<file path="config.mk">
export PLATFORM = sky130hd
export DESIGN_NAME = key_press_classifier
export DESIGN_NICKNAME = d
export VERILOG_FILES = /design/src/hw/rtl/kpc_pkg.sv /design/src/hw/rtl/kpc_out_skid.sv /design/src/hw/rtl/key_press_classifier.sv
export SDC_FILE = /design/constraint.sdc
export NUM_CORES = 1
export LEC_CHECK = 0
export BUFFER_PORTS_ARGS = -buffer_cell sky130_fd_sc_hd__buf_2
export CELL_PAD_IN_SITES_DETAIL_PLACEMENT = 0
export CELL_PAD_IN_SITES_GLOBAL_PLACEMENT = 1
export CORE_ASPECT_RATIO = 1.5
export CORE_UTILIZATION = 47
export CTS_CLUSTER_SIZE = 30
export DETAILED_ROUTE_END_ITERATION = 16
export GPL_TIMING_DRIVEN = 0
export HOLD_SLACK_MARGIN = 0.02
export MAX_ROUTING_LAYER = met4
export PLACE_DENSITY = 0.84
export SKIP_CTS_REPAIR_TIMING = 1
export SLEW_MARGIN = 20
export SYNTH_ARGS = -nofsm -noshare
export SYNTH_HDL_FRONTEND = slang
export SYNTH_SLANG_ARGS = --single-unit
export TNS_END_PERCENT = 30
</file>
<file path="constraint.sdc">
create_clock -name clk -period 4.25 [get_ports clk]
set_clock_uncertainty 0.2 [all_clocks]
set_input_delay 0.85 -clock clk [delete_from_list [all_inputs] [get_ports clk]]
set_output_delay 0.85 -clock clk [all_outputs]
set_load 0.02 [all_outputs]
</file>
<file path="src/hw/rtl/kpc_pkg.sv">
// ----------------------------------------------------------------------------
// kpc_pkg: shared types and constants of the key press classifier
// Field widths, event and register codes, and reset values of the settings.
// ----------------------------------------------------------------------------
package kpc_pkg;

  // Widths of the fields carried on the ports.
  localparam int unsigned LEVEL_W    = 4;
  localparam int unsigned KEY_W      = 2;
  localparam int unsigned KEY_CODE_W = 3;
  localparam int unsigned CNT_W      = 8;
  localparam int unsigned HOLD_W     = 6;
  localparam int unsigned CFG_IDX_W  = 2;
  localparam int unsigned CFG_DATA_W = 8;

  // Key code meaning that no key is held.
  localparam logic [KEY_CODE_W-1:0] KEY_NONE = 3'd4;

  // Reset values of the settings registers.
  localparam logic [CNT_W-1:0]  SHORT_MIN_RST   = 8'd3;
  localparam logic [CNT_W-1:0]  LONG_COUNT_RST  = 8'd100;
  localparam logic [HOLD_W-1:0] HOLD_PERIOD_RST = 6'd20;

  // Event codes reported on the result channel.
  typedef enum logic [1:0] {
    EVT_SHORT     = 2'd0,
    EVT_LONG      = 2'd1,
    EVT_HOLD      = 2'd2,
    EVT_LONG_REL  = 2'd3
  } evt_t;

  // Settings register indexes.
  typedef enum logic [CFG_IDX_W-1:0] {
    CFG_SHORT_MIN   = 2'd0,
    CFG_LONG_COUNT  = 2'd1,
    CFG_HOLD_PERIOD = 2'd2
  } cfg_idx_t;

  // One result item.
  typedef struct packed {
    logic [KEY_W-1:0] key_index;
    evt_t             event_type;
  } result_t;

endpackage

</file>
<file path="src/hw/rtl/kpc_out_skid.sv">
// ----------------------------------------------------------------------------
// kpc_out_skid: result register with skid stage
// Holds up to two results so the classifier can keep taking items while the
// receiver stalls; the upstream stall comes straight from a register.
// ----------------------------------------------------------------------------
module kpc_out_skid
  import kpc_pkg::*;
(
  input  logic    clk,
  input  logic    rst_n,
  input  logic    res_valid,
  input  result_t res_data,
  output logic    up_stall,
  output logic    out_valid,
  output result_t out_data,
  input  logic    out_stall
);

  logic    out_valid_r, out_valid_nxt;
  logic    skid_valid_r, skid_valid_nxt;
  result_t out_data_r, out_data_nxt;
  result_t skid_data_r, skid_data_nxt;
  logic    out_fire;

  assign out_fire = out_valid_r & ~out_stall;

  // Slot control: a new result goes to the output register when it frees up,
  // otherwise it waits in the skid stage.
  always_comb begin
    out_valid_nxt  = out_valid_r;
    skid_valid_nxt = skid_valid_r;
    out_data_nxt   = out_data_r;
    skid_data_nxt  = skid_data_r;
    if (skid_valid_r) begin
      if (out_fire) begin
        out_data_nxt   = skid_data_r;
        skid_valid_nxt = 1'b0;
      end
    end else if (res_valid) begin
      if (!out_valid_r || out_fire) begin
        out_data_nxt  = res_data;
        out_valid_nxt = 1'b1;
      end else begin
        skid_data_nxt  = res_data;
        skid_valid_nxt = 1'b1;
      end
    end else if (out_fire) begin
      out_valid_nxt = 1'b0;
    end
  end

  // Control flags.
  always_ff @(posedge clk) begin
    if (!rst_n) begin
      out_valid_r  <= 1'b0;
      skid_valid_r <= 1'b0;
    end else begin
      out_valid_r  <= out_valid_nxt;
      skid_valid_r <= skid_valid_nxt;
    end
  end

  // Payload registers.
  always_ff @(posedge clk) begin
    out_data_r  <= out_data_nxt;
    skid_data_r <= skid_data_nxt;
  end

  assign up_stall  = skid_valid_r;
  assign out_valid = out_valid_r;
  assign out_data  = out_data_r;

endmodule

</file>
<file path="src/hw/rtl/key_press_classifier.sv">
// ----------------------------------------------------------------------------
// key_press_classifier: short, long, hold and long-release key detector
// Scans active-low key levels one key per tick and reports press events.
// ----------------------------------------------------------------------------
// Usage:
//   Input channel (in_valid, in_stall, in_key_levels): one transfer is one
//   scan tick carrying the raw levels of the keys, 0 meaning pressed.
//   Result channel (out_valid, out_stall, out_key_index, out_event_type):
//   zero or one event per tick, in tick order.
//   Settings port (cfg_valid, cfg_ready, cfg_index, cfg_data): writes
//   short_min, long_count and hold_period; cfg_ready is always high. Write
//   only while no tick is in flight.
//   Events are registered in the output register or the skid stage.
//   Throughput: one tick per cycle while in_stall is low; the state update
//   is a single pass of compare and increment logic between the state and
//   result registers. When the receiver stalls, results collect in the
//   output register and skid stage; in_stall rises only once both are full.
//   Reset clears the scan pointer, the counter and the held key, sets the
//   level image to all released and loads the default settings.
// ----------------------------------------------------------------------------
module key_press_classifier
  import kpc_pkg::*;
#(
  parameter int unsigned NUM_KEYS = 4
)
(
  input  logic                  clk,
  input  logic                  rst_n,
  input  logic                  in_valid,
  output logic                  in_stall,
  input  logic [LEVEL_W-1:0]    in_key_levels,
  output logic                  out_valid,
  input  logic                  out_stall,
  output logic [KEY_W-1:0]      out_key_index,
  output logic [1:0]            out_event_type,
  input  logic                  cfg_valid,
  output logic                  cfg_ready,
  input  logic [CFG_IDX_W-1:0]  cfg_index,
  input  logic [CFG_DATA_W-1:0] cfg_data
);

  // Only as many keys as the level field has bits are scanned.
  localparam int unsigned KEYS  = (NUM_KEYS > LEVEL_W) ? LEVEL_W : NUM_KEYS;
  localparam int unsigned PTR_W = $clog2(KEYS);

  logic [CNT_W-1:0]      short_min_r;
  logic [CNT_W-1:0]      long_count_r;
  logic [HOLD_W-1:0]     hold_period_r;
  logic [PTR_W-1:0]      scan_ptr_r, scan_ptr_nxt;
  logic [KEYS-1:0]       image_r, image_nxt;
  logic [CNT_W-1:0]      count_r, count_nxt;
  logic [KEY_CODE_W-1:0] prev_key_r, key_nxt;
  logic                  in_fire;
  logic [CNT_W-1:0]      count_inc;
  logic [CNT_W:0]        hold_limit;
  logic                  evt_valid;
  evt_t                  evt;
  logic                  res_valid;
  result_t               res_data;
  result_t               out_data;
  logic                  up_stall;

  assign in_fire   = in_valid & ~in_stall;
  assign cfg_ready = 1'b1;

  // Settings registers.
  always_ff @(posedge clk) begin
    if (!rst_n) begin
      short_min_r   <= SHORT_MIN_RST;
      long_count_r  <= LONG_COUNT_RST;
      hold_period_r <= HOLD_PERIOD_RST;
    end else if (cfg_valid) begin
      case (cfg_idx_t'(cfg_index))
        CFG_SHORT_MIN:   short_min_r   <= cfg_data;
        CFG_LONG_COUNT:  long_count_r  <= cfg_data;
        CFG_HOLD_PERIOD: hold_period_r <= cfg_data[HOLD_W-1:0];
        default: ;
      endcase
    end
  end

  // Sample the scanned key into the image and advance the pointer.
  always_comb begin
    image_nxt             = image_r;
    image_nxt[scan_ptr_r] = in_key_levels[scan_ptr_r];
    if (scan_ptr_r == PTR_W'(KEYS - 1)) begin
      scan_ptr_nxt = '0;
    end else begin
      scan_ptr_nxt = scan_ptr_r + 1'b1;
    end
  end

  // Lowest-index pressed key of the updated image.
  always_comb begin
    key_nxt = KEY_NONE;
    for (int k = KEYS - 1; k >= 0; k--) begin
      if (!image_nxt[k]) begin
        key_nxt = KEY_CODE_W'(k);
      end
    end
  end

  // Counter and event decision.
  assign count_inc  = count_r + 1'b1;
  assign hold_limit = {1'b0, long_count_r} + {3'b000, hold_period_r};

  always_comb begin
    evt_valid = 1'b0;
    evt       = EVT_SHORT;
    count_nxt = count_inc;
    if (key_nxt == KEY_NONE) begin
      count_nxt = '0;
      if (short_min_r < count_r && count_r < long_count_r) begin
        evt_valid = 1'b1;
        evt       = EVT_SHORT;
      end else if (long_count_r <= count_r) begin
        evt_valid = 1'b1;
        evt       = EVT_LONG_REL;
      end
    end else if (count_inc == short_min_r) begin
      evt_valid = 1'b0;
    end else if (count_inc == long_count_r) begin
      evt_valid = 1'b1;
      evt       = EVT_LONG;
    end else if ({1'b0, count_inc} == hold_limit) begin
      evt_valid = 1'b1;
      evt       = EVT_HOLD;
      count_nxt = long_count_r;
    end
    // A change of key restarts the count; the event above still stands.
    if (key_nxt != prev_key_r) begin
      count_nxt = '0;
    end
  end

  assign res_valid           = in_fire & evt_valid & (prev_key_r != KEY_NONE);
  assign res_data.key_index  = prev_key_r[KEY_W-1:0];
  assign res_data.event_type = evt;

  // Scan state, updated on every input transfer.
  always_ff @(posedge clk) begin
    if (!rst_n) begin
      scan_ptr_r <= '0;
      image_r    <= '1;
      count_r    <= '0;
      prev_key_r <= KEY_NONE;
    end else if (in_fire) begin
      scan_ptr_r <= scan_ptr_nxt;
      image_r    <= image_nxt;
      count_r    <= count_nxt;
      prev_key_r <= key_nxt;
    end
  end

  // Result register and skid stage.
  kpc_out_skid u_out_skid (
    .clk       (clk),
    .rst_n     (rst_n),
    .res_valid (res_valid),
    .res_data  (res_data),
    .up_stall  (up_stall),
    .out_valid (out_valid),
    .out_data  (out_data),
    .out_stall (out_stall)
  );

  assign in_stall       = up_stall;
  assign out_key_index  = out_data.key_index;
  assign out_event_type = out_data.event_type;

endmodule

</file>
== After elaboration in Yosys (flattened, before gate mapping) ==
Index checks and enable logic that the tools add are counted.
Cells by class
  $add $sub $neg: 3
  magnitude comparators: 5
  equal/unequal tests: 11
  multiplexer cells: 38
  bitwise gates (word level): 7
  reduce and logical (&&, ||, !) cells: 14
Operators with widths (count)
  $mux W8: 5
  $eq A8 B8 Y1: 2
  $lt A8 B8 Y1: 2
  $mux W4: 4
  $mux W1: 15
  $mux W2: 7
  $mux W3: 4
  $add A8 B6 Y9: 1
  $eq A8 B9 Y1: 1
  $reduce_and A3 Y1: 3
  $add A8 B1 Y8 const B: 1
  $le A8 B8 Y1: 1
  $reduce_and A2 Y1: 3
  $reduce_bool A2 Y1: 3
  $and A1 B1 Y1: 4
  $bwmux W4: 1
  $eq A2 B2 Y1 const B: 2
  $eq A3 B3 Y1 const B: 1
  $lt A2 B3 Y1 const B: 1
  $ne A3 B3 Y1: 1
  $ne A3 B3 Y1 const B: 1
  $not A1 Y1: 3
  $add A2 B1 Y2 const B: 1
  $bmux W1 S2: 1
  other kinds (9): 10
Storage, ports and cells
  register bits: 49
  input bits: 19
  output and inout port bits: 7
  logic and storage cells: 91

== Longest topological paths before layout ==
Gate-level depths: netlist of run 1.
  word-level depth: 15
  depth in mapped cells: 10
  depth with buffers taken out: 10

== Modules after synthesis ==
A second synthesis of run 1 with hierarchy kept.
Second synthesis, totals
  cell total of the unflattened synthesis: 358
  area, all modules: 3424.5 µm²
By module, submodules not included
  key_press_classifier: times used 1, cells each 332, area an instance 3002.9 µm², sequential area each 780.7 µm²
  kpc_out_skid: times used 1, cells each 26, area an instance 421.7 µm², sequential area each 280.3 µm²

== Worst setup path before layout of run 1 ==
No wires, ideal clock.
  path kind: register to register
  start point: register count_r[0]
  end point: register u_out_skid.skid_data_r[0] (netlist bit) (enable)
  setup time: 0.377 ns
  arrival time: 2.579 ns
  required time: 3.673 ns
  path slack: 1.094 ns
  cell stages (with the launch flop): 11
  path buffers: 2
  period minus slack after synthesis: 3.156 ns
  path through: dfxtp_1 -> ha_1 -> buf_4 -> and3_1 -> buf_2 -> xnor3_1 -> xnor2_1 -> nand4b_1 -> a2111oi_2 -> a211oi_2 -> nor4_1
Between the ends
  word-level cells in the longest chain between the ends: 9
  elaborated cells on any way between the ends: 17
  classes of those cells: add/sub: 1; order compare: 3; eq/ne: 3; mux: 6; bitwise: 2; reduce/logical: 2
Ends and longest elaborated chain
  from (decl): RTL line key_press_classifier.sv:51  | logic [CNT_W-1:0] count_r, count_nxt;
  from (signal assigned): RTL line key_press_classifier.sv:150  | count_r <= count_nxt;
  $add A8 B1 Y8: RTL line key_press_classifier.sv:104  | assign count_inc = count_r + 1'b1;
  $eq A8 B9 Y1: RTL line key_press_classifier.sv:125  | end else if ({1'b0, count_inc} == hold_limit) begin
  $mux W1: RTL line key_press_classifier.sv:125
  $mux W1: RTL line key_press_classifier.sv:122  | end else if (count_inc == long_count_r) begin
  $mux W1: RTL line key_press_classifier.sv:120  | end else if (count_inc == short_min_r) begin
  $mux W1 *: RTL line key_press_classifier.sv:111  | if (key_nxt == KEY_NONE) begin
  $and A1 B1 Y1 * (2 in series): RTL line key_press_classifier.sv:136  | assign res_valid = in_fire & evt_valid & (prev_key_r != KEY_NONE);
  $reduce_and A3 Y1 (no line) *
  to (signal assigned): RTL line kpc_out_skid.sv:66  | skid_data_r <= skid_data_nxt;
  to (decl): RTL line kpc_out_skid.sv:22  | result_t skid_data_r, skid_data_nxt;
Mark *: on every way between the ends. The rest lies on a longest branch, timed or not.
A chain may end at the register's enable or synchronous reset.

== Worst setup path after layout of run 1 ==
  start point: register count_r[0]
  end point: register u_out_skid.skid_data_r[1] (netlist bit) (enable)
The elaborated chain is that of the path after synthesis.

==> results.py, run 1 <==
metrics = {
    "outcome": {
        "status": "completed",
    },
    "finish": {
        "stdcell_count": 565,
        "syn2layout_area_growth_pct": 10.8,
        "n_antenna_cell": 0,
        "drive_above_1_share_pct": 14.0,
        "layout.area.seq_um2": 1060,
        "final.fill_count": 773,
        "multi_input_area_um2": 2540,
        "final_nets": 509,
    },
    "power_and_ir_drop": {
        "power_density_nw_per_um2": 273,
        "p_leak_nw": 1.65,
        "ir_drop_v": 0.000180,
    },
    "critical_path": {
        "critPathLaunchType": "register",
        "crit_path_end_kind": "register",
        "cp_max_fo": 9,
        "critPathLaunch": "count_r[0]$_SDFFE_PN0P_",
        "worstReg2RegStart": "count_r[0]$_SDFFE_PN0P_",
        "critPathKind": "register to register",
        "cp.arrival_ns": 3.32,
        "worstPathRequired_ns": 3.99,
    },
    "timing": {
        "grt_setup_unrepaired": "no",
        "period_needed_ns": 3.58,
        "setup_viol": 0,
        "fmax_mhz": 279,
        "setup_tns_ns": 0,
        "fin_crit_sh_pct": 84.2,
        "hold_viol": 0,
        "holdWs_ns": 0.285,
        "finalMaxSlewViolations": 0,
        "tightest_slew_ns": 0.824,
        "slew_headroom_pct": 45.0,
    },
    "routing": {
        "via_count": 3428,
        "vias_per_cell": 6.07,
        "wl_per_cell_um": 18.6,
        "ant_nets": 0,
        "dr.pass1.iters": 5,
        "drtIter0Drc": 198,
        "drc": 0,
        "drt_wl_total_um": 10500,
    },
    "die": {
        "die_w_um": 75.5,
        "initial_utilization_pct": 49.4,
        "coreArea_um2": 7710,
        "ios": 26,
        "die_area_um2": 8470,
        "die_y_um": 112,
        "core.rowCount": 39,
    },
    "synth": {
        "syn-cell-area_um2": 3810,
        "synthMuxAreaShare_pct": 6.80,
        "ys_ff_latch": 49,
        "synth-xor-area-share_pct": 8.65,
        "ys_async_sr_fraction_pct": 0,
        "synth_edf_count": 8,
        "ys_seq_area_share_pct": 27.9,
        "syn_area_per_cell_um2": 8.83,
        "synth_top_family_by_area": "compound AO/OA/AOI/OAI gates",
        "syn_inst": 431,
        "synth_compound_area_share_pct": 23.4,
        "synth.distinct_cells": 75,
        "synth_warnings": 0,
        "synthSimpleGateAreaFrac_pct": 18.4,
        "synth-adder-area-share_pct": 9.40,
        "synth-main-ff-cell": "dfxtp_1",
        "syn-num-nets": 478,
    },
    "global_route": {
        "antenna_found_initial": 0,
        "grt_pass1_vias": 3357,
        "grt_overflow": 0,
        "grt_max_degree": 19,
        "grt_pass1_wl_um": 16900,
        "grtUsageTotal_pct": 27.5,
    },
    "placed_design": {
        "hpwl_um": 8270,
        "gp_congestion": 0.927,
        "dp.cells": 557,
        "port_buffers": 24,
    },
    "clock_network": {
        "root_buffer": "clkbuf_16",
        "clk_pin_slew_ns": 0.08,
        "clkSinkCount": 49,
        "numCtsBuffers": 5,
        "cts_tree": "done",
        "clk_latency_ns": 0.30,
        "cts_max_level": 2,
        "clk_path_buf_depth": 2,
    },
    "min_path": {
        "holdCritStartpoint": "image_r[0]$_SDFFE_PN1P_",
        "hold_class": "register to register",
    },
    "run": {
        "drv_cap": 0,
    },
}
-- critical path: stages, from the launching register on --
cell and delay, ns:
dfxtp_1 0.54, ha_1 0.37, xor2_1 0.17, a311o_1 0.33, a221oi_1 0.26, nand4_1 0.26, a211oi_1 0.43, a211oi_2 0.16
nor4_2 0.50
-- where the power goes --
group | internal, mW | leakage, nW | switching [mW]
Combinational | 0.0848 | 1.16 | 0.131
Clock | 0.226 | 0.0767 | 0.204
Sequential | 0.487 | 0.409 | 0.0197
Total | 0.797 | 1.65 | 0.354
-- placed cells by master (no fill, tap or decap), types with 3 or more instances in the layout --
cell type,instances
a2111oi_0,8
a21o_1,3
a21oi_1,16
buf_2,27
buf_4,5
clkbuf_1,9
clkbuf_16,5
dfxtp_1,41
edfxtp_1,8
ha_1,27
inv_1,25
mux2i_1,20
nand2_1,43
nand2b_1,5
nand3_1,22
nand3b_1,3
nand4_1,7
nor2_1,33
nor2b_1,5
nor3_1,7
o211ai_1,14
o21a_1,6
o21ai_0,16
o21bai_1,3
o311ai_1,3
o31ai_1,4
o32ai_1,5
or2_2,4
xnor2_1,16
xnor3_1,6
xor2_1,3
-- worst paths after layout --
check                                              to  slack (ns)  depth (start not counted)
hold / removal                image_r[0]$_SDFFE_PN1P_        0.29                          2
setup / recovery  u_out_skid.skid_data_r[1]$_DFFE_PP_        0.67                          8
hold reg to reg               image_r[0]$_SDFFE_PN1P_        0.29                          2
setup reg to reg  u_out_skid.skid_data_r[1]$_DFFE_PP_        0.67                          8
-- cells in the mapped netlist (all sizes together) (5+ instances only) --
cell,number,share of area (%)
nand2,43,4.2
dfxtp,41,22
nor2,34,3.4
ha,27,8.9
inv,25,2.5
nand3,22,2.9
mux2i,21,5.6
o21ai,19,2.7
a21oi,17,2.3
xnor2,17,4.4
o211ai,15,3.1
buf,11,2.1
a2111oi,10,3.0
clkbuf,9,0.89
nand4,9,1.8
edfxtp,8,6.3
nor3,7,0.92
o21a,6,1.2
xnor3,6,3.6
nand2b,5,0.82
nor2b,5,0.82
o311ai,5,1.3
o32ai,5,1.2
-- sequential cells by signal, indices dropped and copies added (netlist names) --
| name | cells |
|---|---|
| u_out_skid.skid_data_r | 4 |
| count_r | 8 |
| prev_key_r | 3 |
| long_count_r | 8 |
| u_out_skid.out_data | 4 |
| hold_period_r | 6 |
| u_out_skid.out_valid | 1 |
| scan_ptr_r | 2 |
| image_r | 4 |
| u_out_skid.up_stall | 1 |
| short_min_r | 8 |
-- logic make-up after synthesis --
family	count (synthesis)
AO/OA/AOI/OAI	114
buffers and inverters	45
multiplexers	24
XOR/XNOR	26
flip-flops	49
other	1
adder cells (fa/ha/maj)	28
AND/OR/NAND/NOR	144
-- through the flow --
stage / utilization [%] / instance area, µm² / power (mW) / worst slack (ns)
3_5_place_dp: 52.6 / 4050 / 0.731 / 0.413
3_3_place_gp: 52.6 / 4050 / 0.725 / 0.469
5_1_grt: 54.7 / 4220 / 1.20 / 0.327
2_1_floorplan: - / 3810 / 0.666 / 1.09
6_report: 54.7 / 4220 / 1.15 / 0.670
4_1_cts: 54.6 / 4210 / 1.15 / 0.401
-- layout make-up --
type	count	area share [%]
buffer	20	2.67
clock buffer	5	2.97
clock inverter	3	0.801
inverter	25	2.22
multi-input combinational	337	60.3
sequential	49	25.1
tap	102	3.02
timing repair buffer	24	2.85
-- layer usage --
metal  wire length [µm]  vias to the layer above  GRT usage, %  part of all wire (%)
met2               5340                      102          46.4                    51
li1                   -                     1664             -                     -
met4                562                        0          14.7                   5.3
met1               4210                     1624          30.7                    40
met5                  0                        -             -                     0
met3                416                       38          3.14                   4.0
Power figures use the tool's default switching activity.
==> run 2: changes to the inputs <==
--- a/config.mk
+++ b/config.mk
@@ -9,13 +9,13 @@
 export CELL_PAD_IN_SITES_DETAIL_PLACEMENT = 0
 export CELL_PAD_IN_SITES_GLOBAL_PLACEMENT = 1
 export CORE_ASPECT_RATIO = 1.5
-export CORE_UTILIZATION = 47
+export CORE_UTILIZATION = 43
 export CTS_CLUSTER_SIZE = 30
 export DETAILED_ROUTE_END_ITERATION = 16
 export GPL_TIMING_DRIVEN = 0
 export HOLD_SLACK_MARGIN = 0.02
 export MAX_ROUTING_LAYER = met4
-export PLACE_DENSITY = 0.84
+export PLACE_DENSITY = 0.82
 export SKIP_CTS_REPAIR_TIMING = 1
 export SLEW_MARGIN = 20
 export SYNTH_ARGS = -nofsm -noshare
==> constraint.sdc (replaced) <==
create_clock -name clk -period 2.9 [get_ports clk]
set_clock_uncertainty 0.2 [all_clocks]
set_input_delay 0.58 -clock clk [delete_from_list [all_inputs] [get_ports clk]]
set_output_delay 0.58 -clock clk [all_outputs]
set_load 0.02 [all_outputs]
==> results.py, run 2 (same netlist as run 1, synthesis figures left out) <==
metrics = {
    "outcome": {
        "status": "finished, violations left",
        "failed_checks": "negative setup slack",
    },
    "routing": {
        "ant_nets": 0,
        "drc": 0,
        "drt_wl_total_um": 10800,
        "wl_per_cell_um": 18.7,
        "drtIter0Drc": 200,
        "dr.pass1.iters": 4,
        "vias_per_cell": 5.87,
        "via_count": 3396,
    },
    "finish": {
        "drive_above_1_share_pct": 19.3,
        "syn2layout_area_growth_pct": 16.5,
        "postLayoutCoreUtil_pct": 52.1,
        "final_cell_mix": "nand2_1 (43), dfxtp_1 (35), nor2_1 (33)",
        "final_common_cell": "nand2_1",
        "top_regs": "count_r x8, long_count_r x8, short_min_r x8",
        "final_nets": 518,
        "n_antenna_cell": 0,
    },
    "placed_design": {
        "port_buffers": 24,
        "hpwl_um": 8380,
        "gp_congestion": 0.923,
        "pre_cts_slack_ns": -0.594,
    },
    "critical_path": {
        "critPathLaunch": "long_count_r[0]$_SDFFE_PN0P_",
        "crit_slowest_cell": "a2111oi_4",
        "cp_max_fo": 4,
        "worstReg2RegStart": "long_count_r[0]$_SDFFE_PN0P_",
        "crit_path_end_kind": "register",
        "timing.rr.end": "u_out_skid.skid_data_r[3]$_DFFE_PP_",
        "r2r_setup_slack_ns": -0.26,
        "r2r_cells": 11,
        "cp.arrival_ns": 2.98,
        "worstPathRequired_ns": 2.72,
        "slowest_delay_ns": 0.44,
        "cp_cell_sequence": "ha_4 > inv_2 > fa_2 > nand2b_4 > a211o_1 > nand4_1 > nand4b_1 > a2111oi_4 > a211oi_4 > nor4_4 > buf_4",
        "critPathKind": "register to register",
        "cp_num_buf_inv": 2,
        "critPathLaunchType": "register",
        "crit_family": "compound AO/OA/AOI/OAI gates",
    },
    "global_route": {
        "grt_max_degree": 19,
        "grt_pass1_vias": 3320,
        "grtUsageTotal_pct": 25.9,
        "grt_pass1_wl_um": 17500,
        "grt_overflow": 0,
        "antenna_found_initial": 0,
    },
    "die": {
        "core.rowCount": 41,
        "die_area_um2": 9240,
        "initial_utilization_pct": 44.7,
        "die_w_um": 78.8,
        "die_y_um": 117,
        "coreArea_um2": 8520,
        "ios": 26,
    },
    "timing": {
        "grt_setup_unrepaired": "yes",
        "holdWs_ns": 0.287,
        "slew_headroom_pct": 45.0,
        "fin_crit_sh_pct": 109,
        "hold_viol": 0,
        "setup_viol": 13,
        "finalMaxSlewViolations": 0,
        "period_needed_ns": 3.16,
        "tightest_slew_ns": 0.823,
        "worst_slack_ns": -0.262,
        "fmax_mhz": 316,
    },
    "power_and_ir_drop": {
        "pwr-share-clk_pct": 36.6,
        "ir_drop_v": 0.000318,
        "p_comb_share_pct": 20.2,
        "swShare_pct": 31.0,
        "intPower_mw": 1.18,
        "switchingPower_uw": 531,
        "power_density_nw_per_um2": 386,
        "p_leak_nw": 1.72,
        "pwr-share-seq_pct": 43.2,
    },
    "clock_network": {
        "cts_tree": "done",
        "clk_latency_ns": 0.30,
        "numCtsBuffers": 5,
        "root_buffer": "clkbuf_16",
        "cts_max_level": 2,
        "clk_pin_slew_ns": 0.07,
        "clkSinkCount": 49,
        "clk_path_buf_depth": 2,
    },
    "min_path": {
        "hold_class": "register to register",
        "whs_endpoint": "image_r[0]$_SDFFE_PN1P_",
        "holdCritStartpoint": "image_r[0]$_SDFFE_PN1P_",
        "min_path_cells": 2,
    },
    "run": {
        "drv_cap": 0,
    },
}
==> run 2: changes by cell type in the layout (fill, tap and decap cells not counted), moves of 2 or more <==
| cell | before | now |
|---|---|---|
| dfxtp_1 | 41 | 35 |
| dfxtp_2 | 0 | 2 |
| buf_4 | 5 | 12 |
| a211oi_4 | 1 | 3 |
| dfxtp_4 | 0 | 4 |
| ha_1 | 27 | 25 |
==> run 2: power by group through the flow <==
stage | clock, mW | sequential [mW] | combinational, mW
final | 0.626 | 0.739 | 0.346
after CTS | 0.640 | 0.742 | 0.321
after global routing | 0.668 | 0.743 | 0.379
after global placement | 0 | 0.757 | 0.313
after detailed placement | 0 | 0.758 | 0.320
after floorplan | 0 | 0.751 | 0.231
==> run 2: through the flow <==
| stage | instance area [µm²] | instances | power, mW | setup TNS (ns) |
|---|---|---|---|---|
| final | 4430 | 579 | 1.71 | -2.11 |
| after global routing | 4430 | 579 | 1.79 | -4.38 |
| after CTS | 4240 | 570 | 1.70 | -6.21 |
| after detailed placement | 4080 | 562 | 1.08 | -5.93 |
| after global placement | 4080 | 562 | 1.07 | -5.62 |
| after floorplan | 3830 | 431 | 0.982 | 0 |
==> run 2: worst max-delay path by stage <==
stage / endpoint / slack, ns / cells after the start
after global routing: u_out_skid.skid_data_r[3]$_DFFE_PP_ / -0.35 / 12
after floorplan: u_out_skid.skid_data_r[0]$_DFFE_PP_ / 0.003 / 10
after CTS: u_out_skid.skid_data_r[3]$_DFFE_PP_ / -0.61 / 10
final: u_out_skid.skid_data_r[3]$_DFFE_PP_ / -0.26 / 11
after global placement: u_out_skid.skid_data_r[2]$_DFFE_PP_ / -0.58 / 10
after detailed placement: u_out_skid.skid_data_r[2]$_DFFE_PP_ / -0.59 / 10
==> run 2: layout make-up <==
type / count / area, µm²
plain buffers: 20 / 119
multi-input cells: 337 / 2650
well taps: 107 / 134
clock inverters: 3 / 33.8
repair buffers: 33 / 200
flip-flops and latches: 49 / 1080
clock buffers: 5 / 125
fillers: 838 / 4080
inverters: 25 / 93.8
==> run 2: metal layers <==
metal  up-vias  track usage (%)  share of wire (%)
met5         -                -                  0
met1      1609             27.4                 40
met4         0             12.8                4.5
met3        27             3.64                3.8
li1       1681                -                  -
met2        79             47.1                 52
==> run 2: worst register-to-register path, stage by stage, from the launching register on <==
cell	delay [ns]
dfxtp_4	0.37
ha_4	0.15
inv_2	0.04
fa_2	0.34
nand2b_4	0.15
a211o_1	0.33
nand4_1	0.12
nand4b_1	0.17
a2111oi_4	0.44
a211oi_4	0.15
nor4_4	0.23
buf_4	0.18
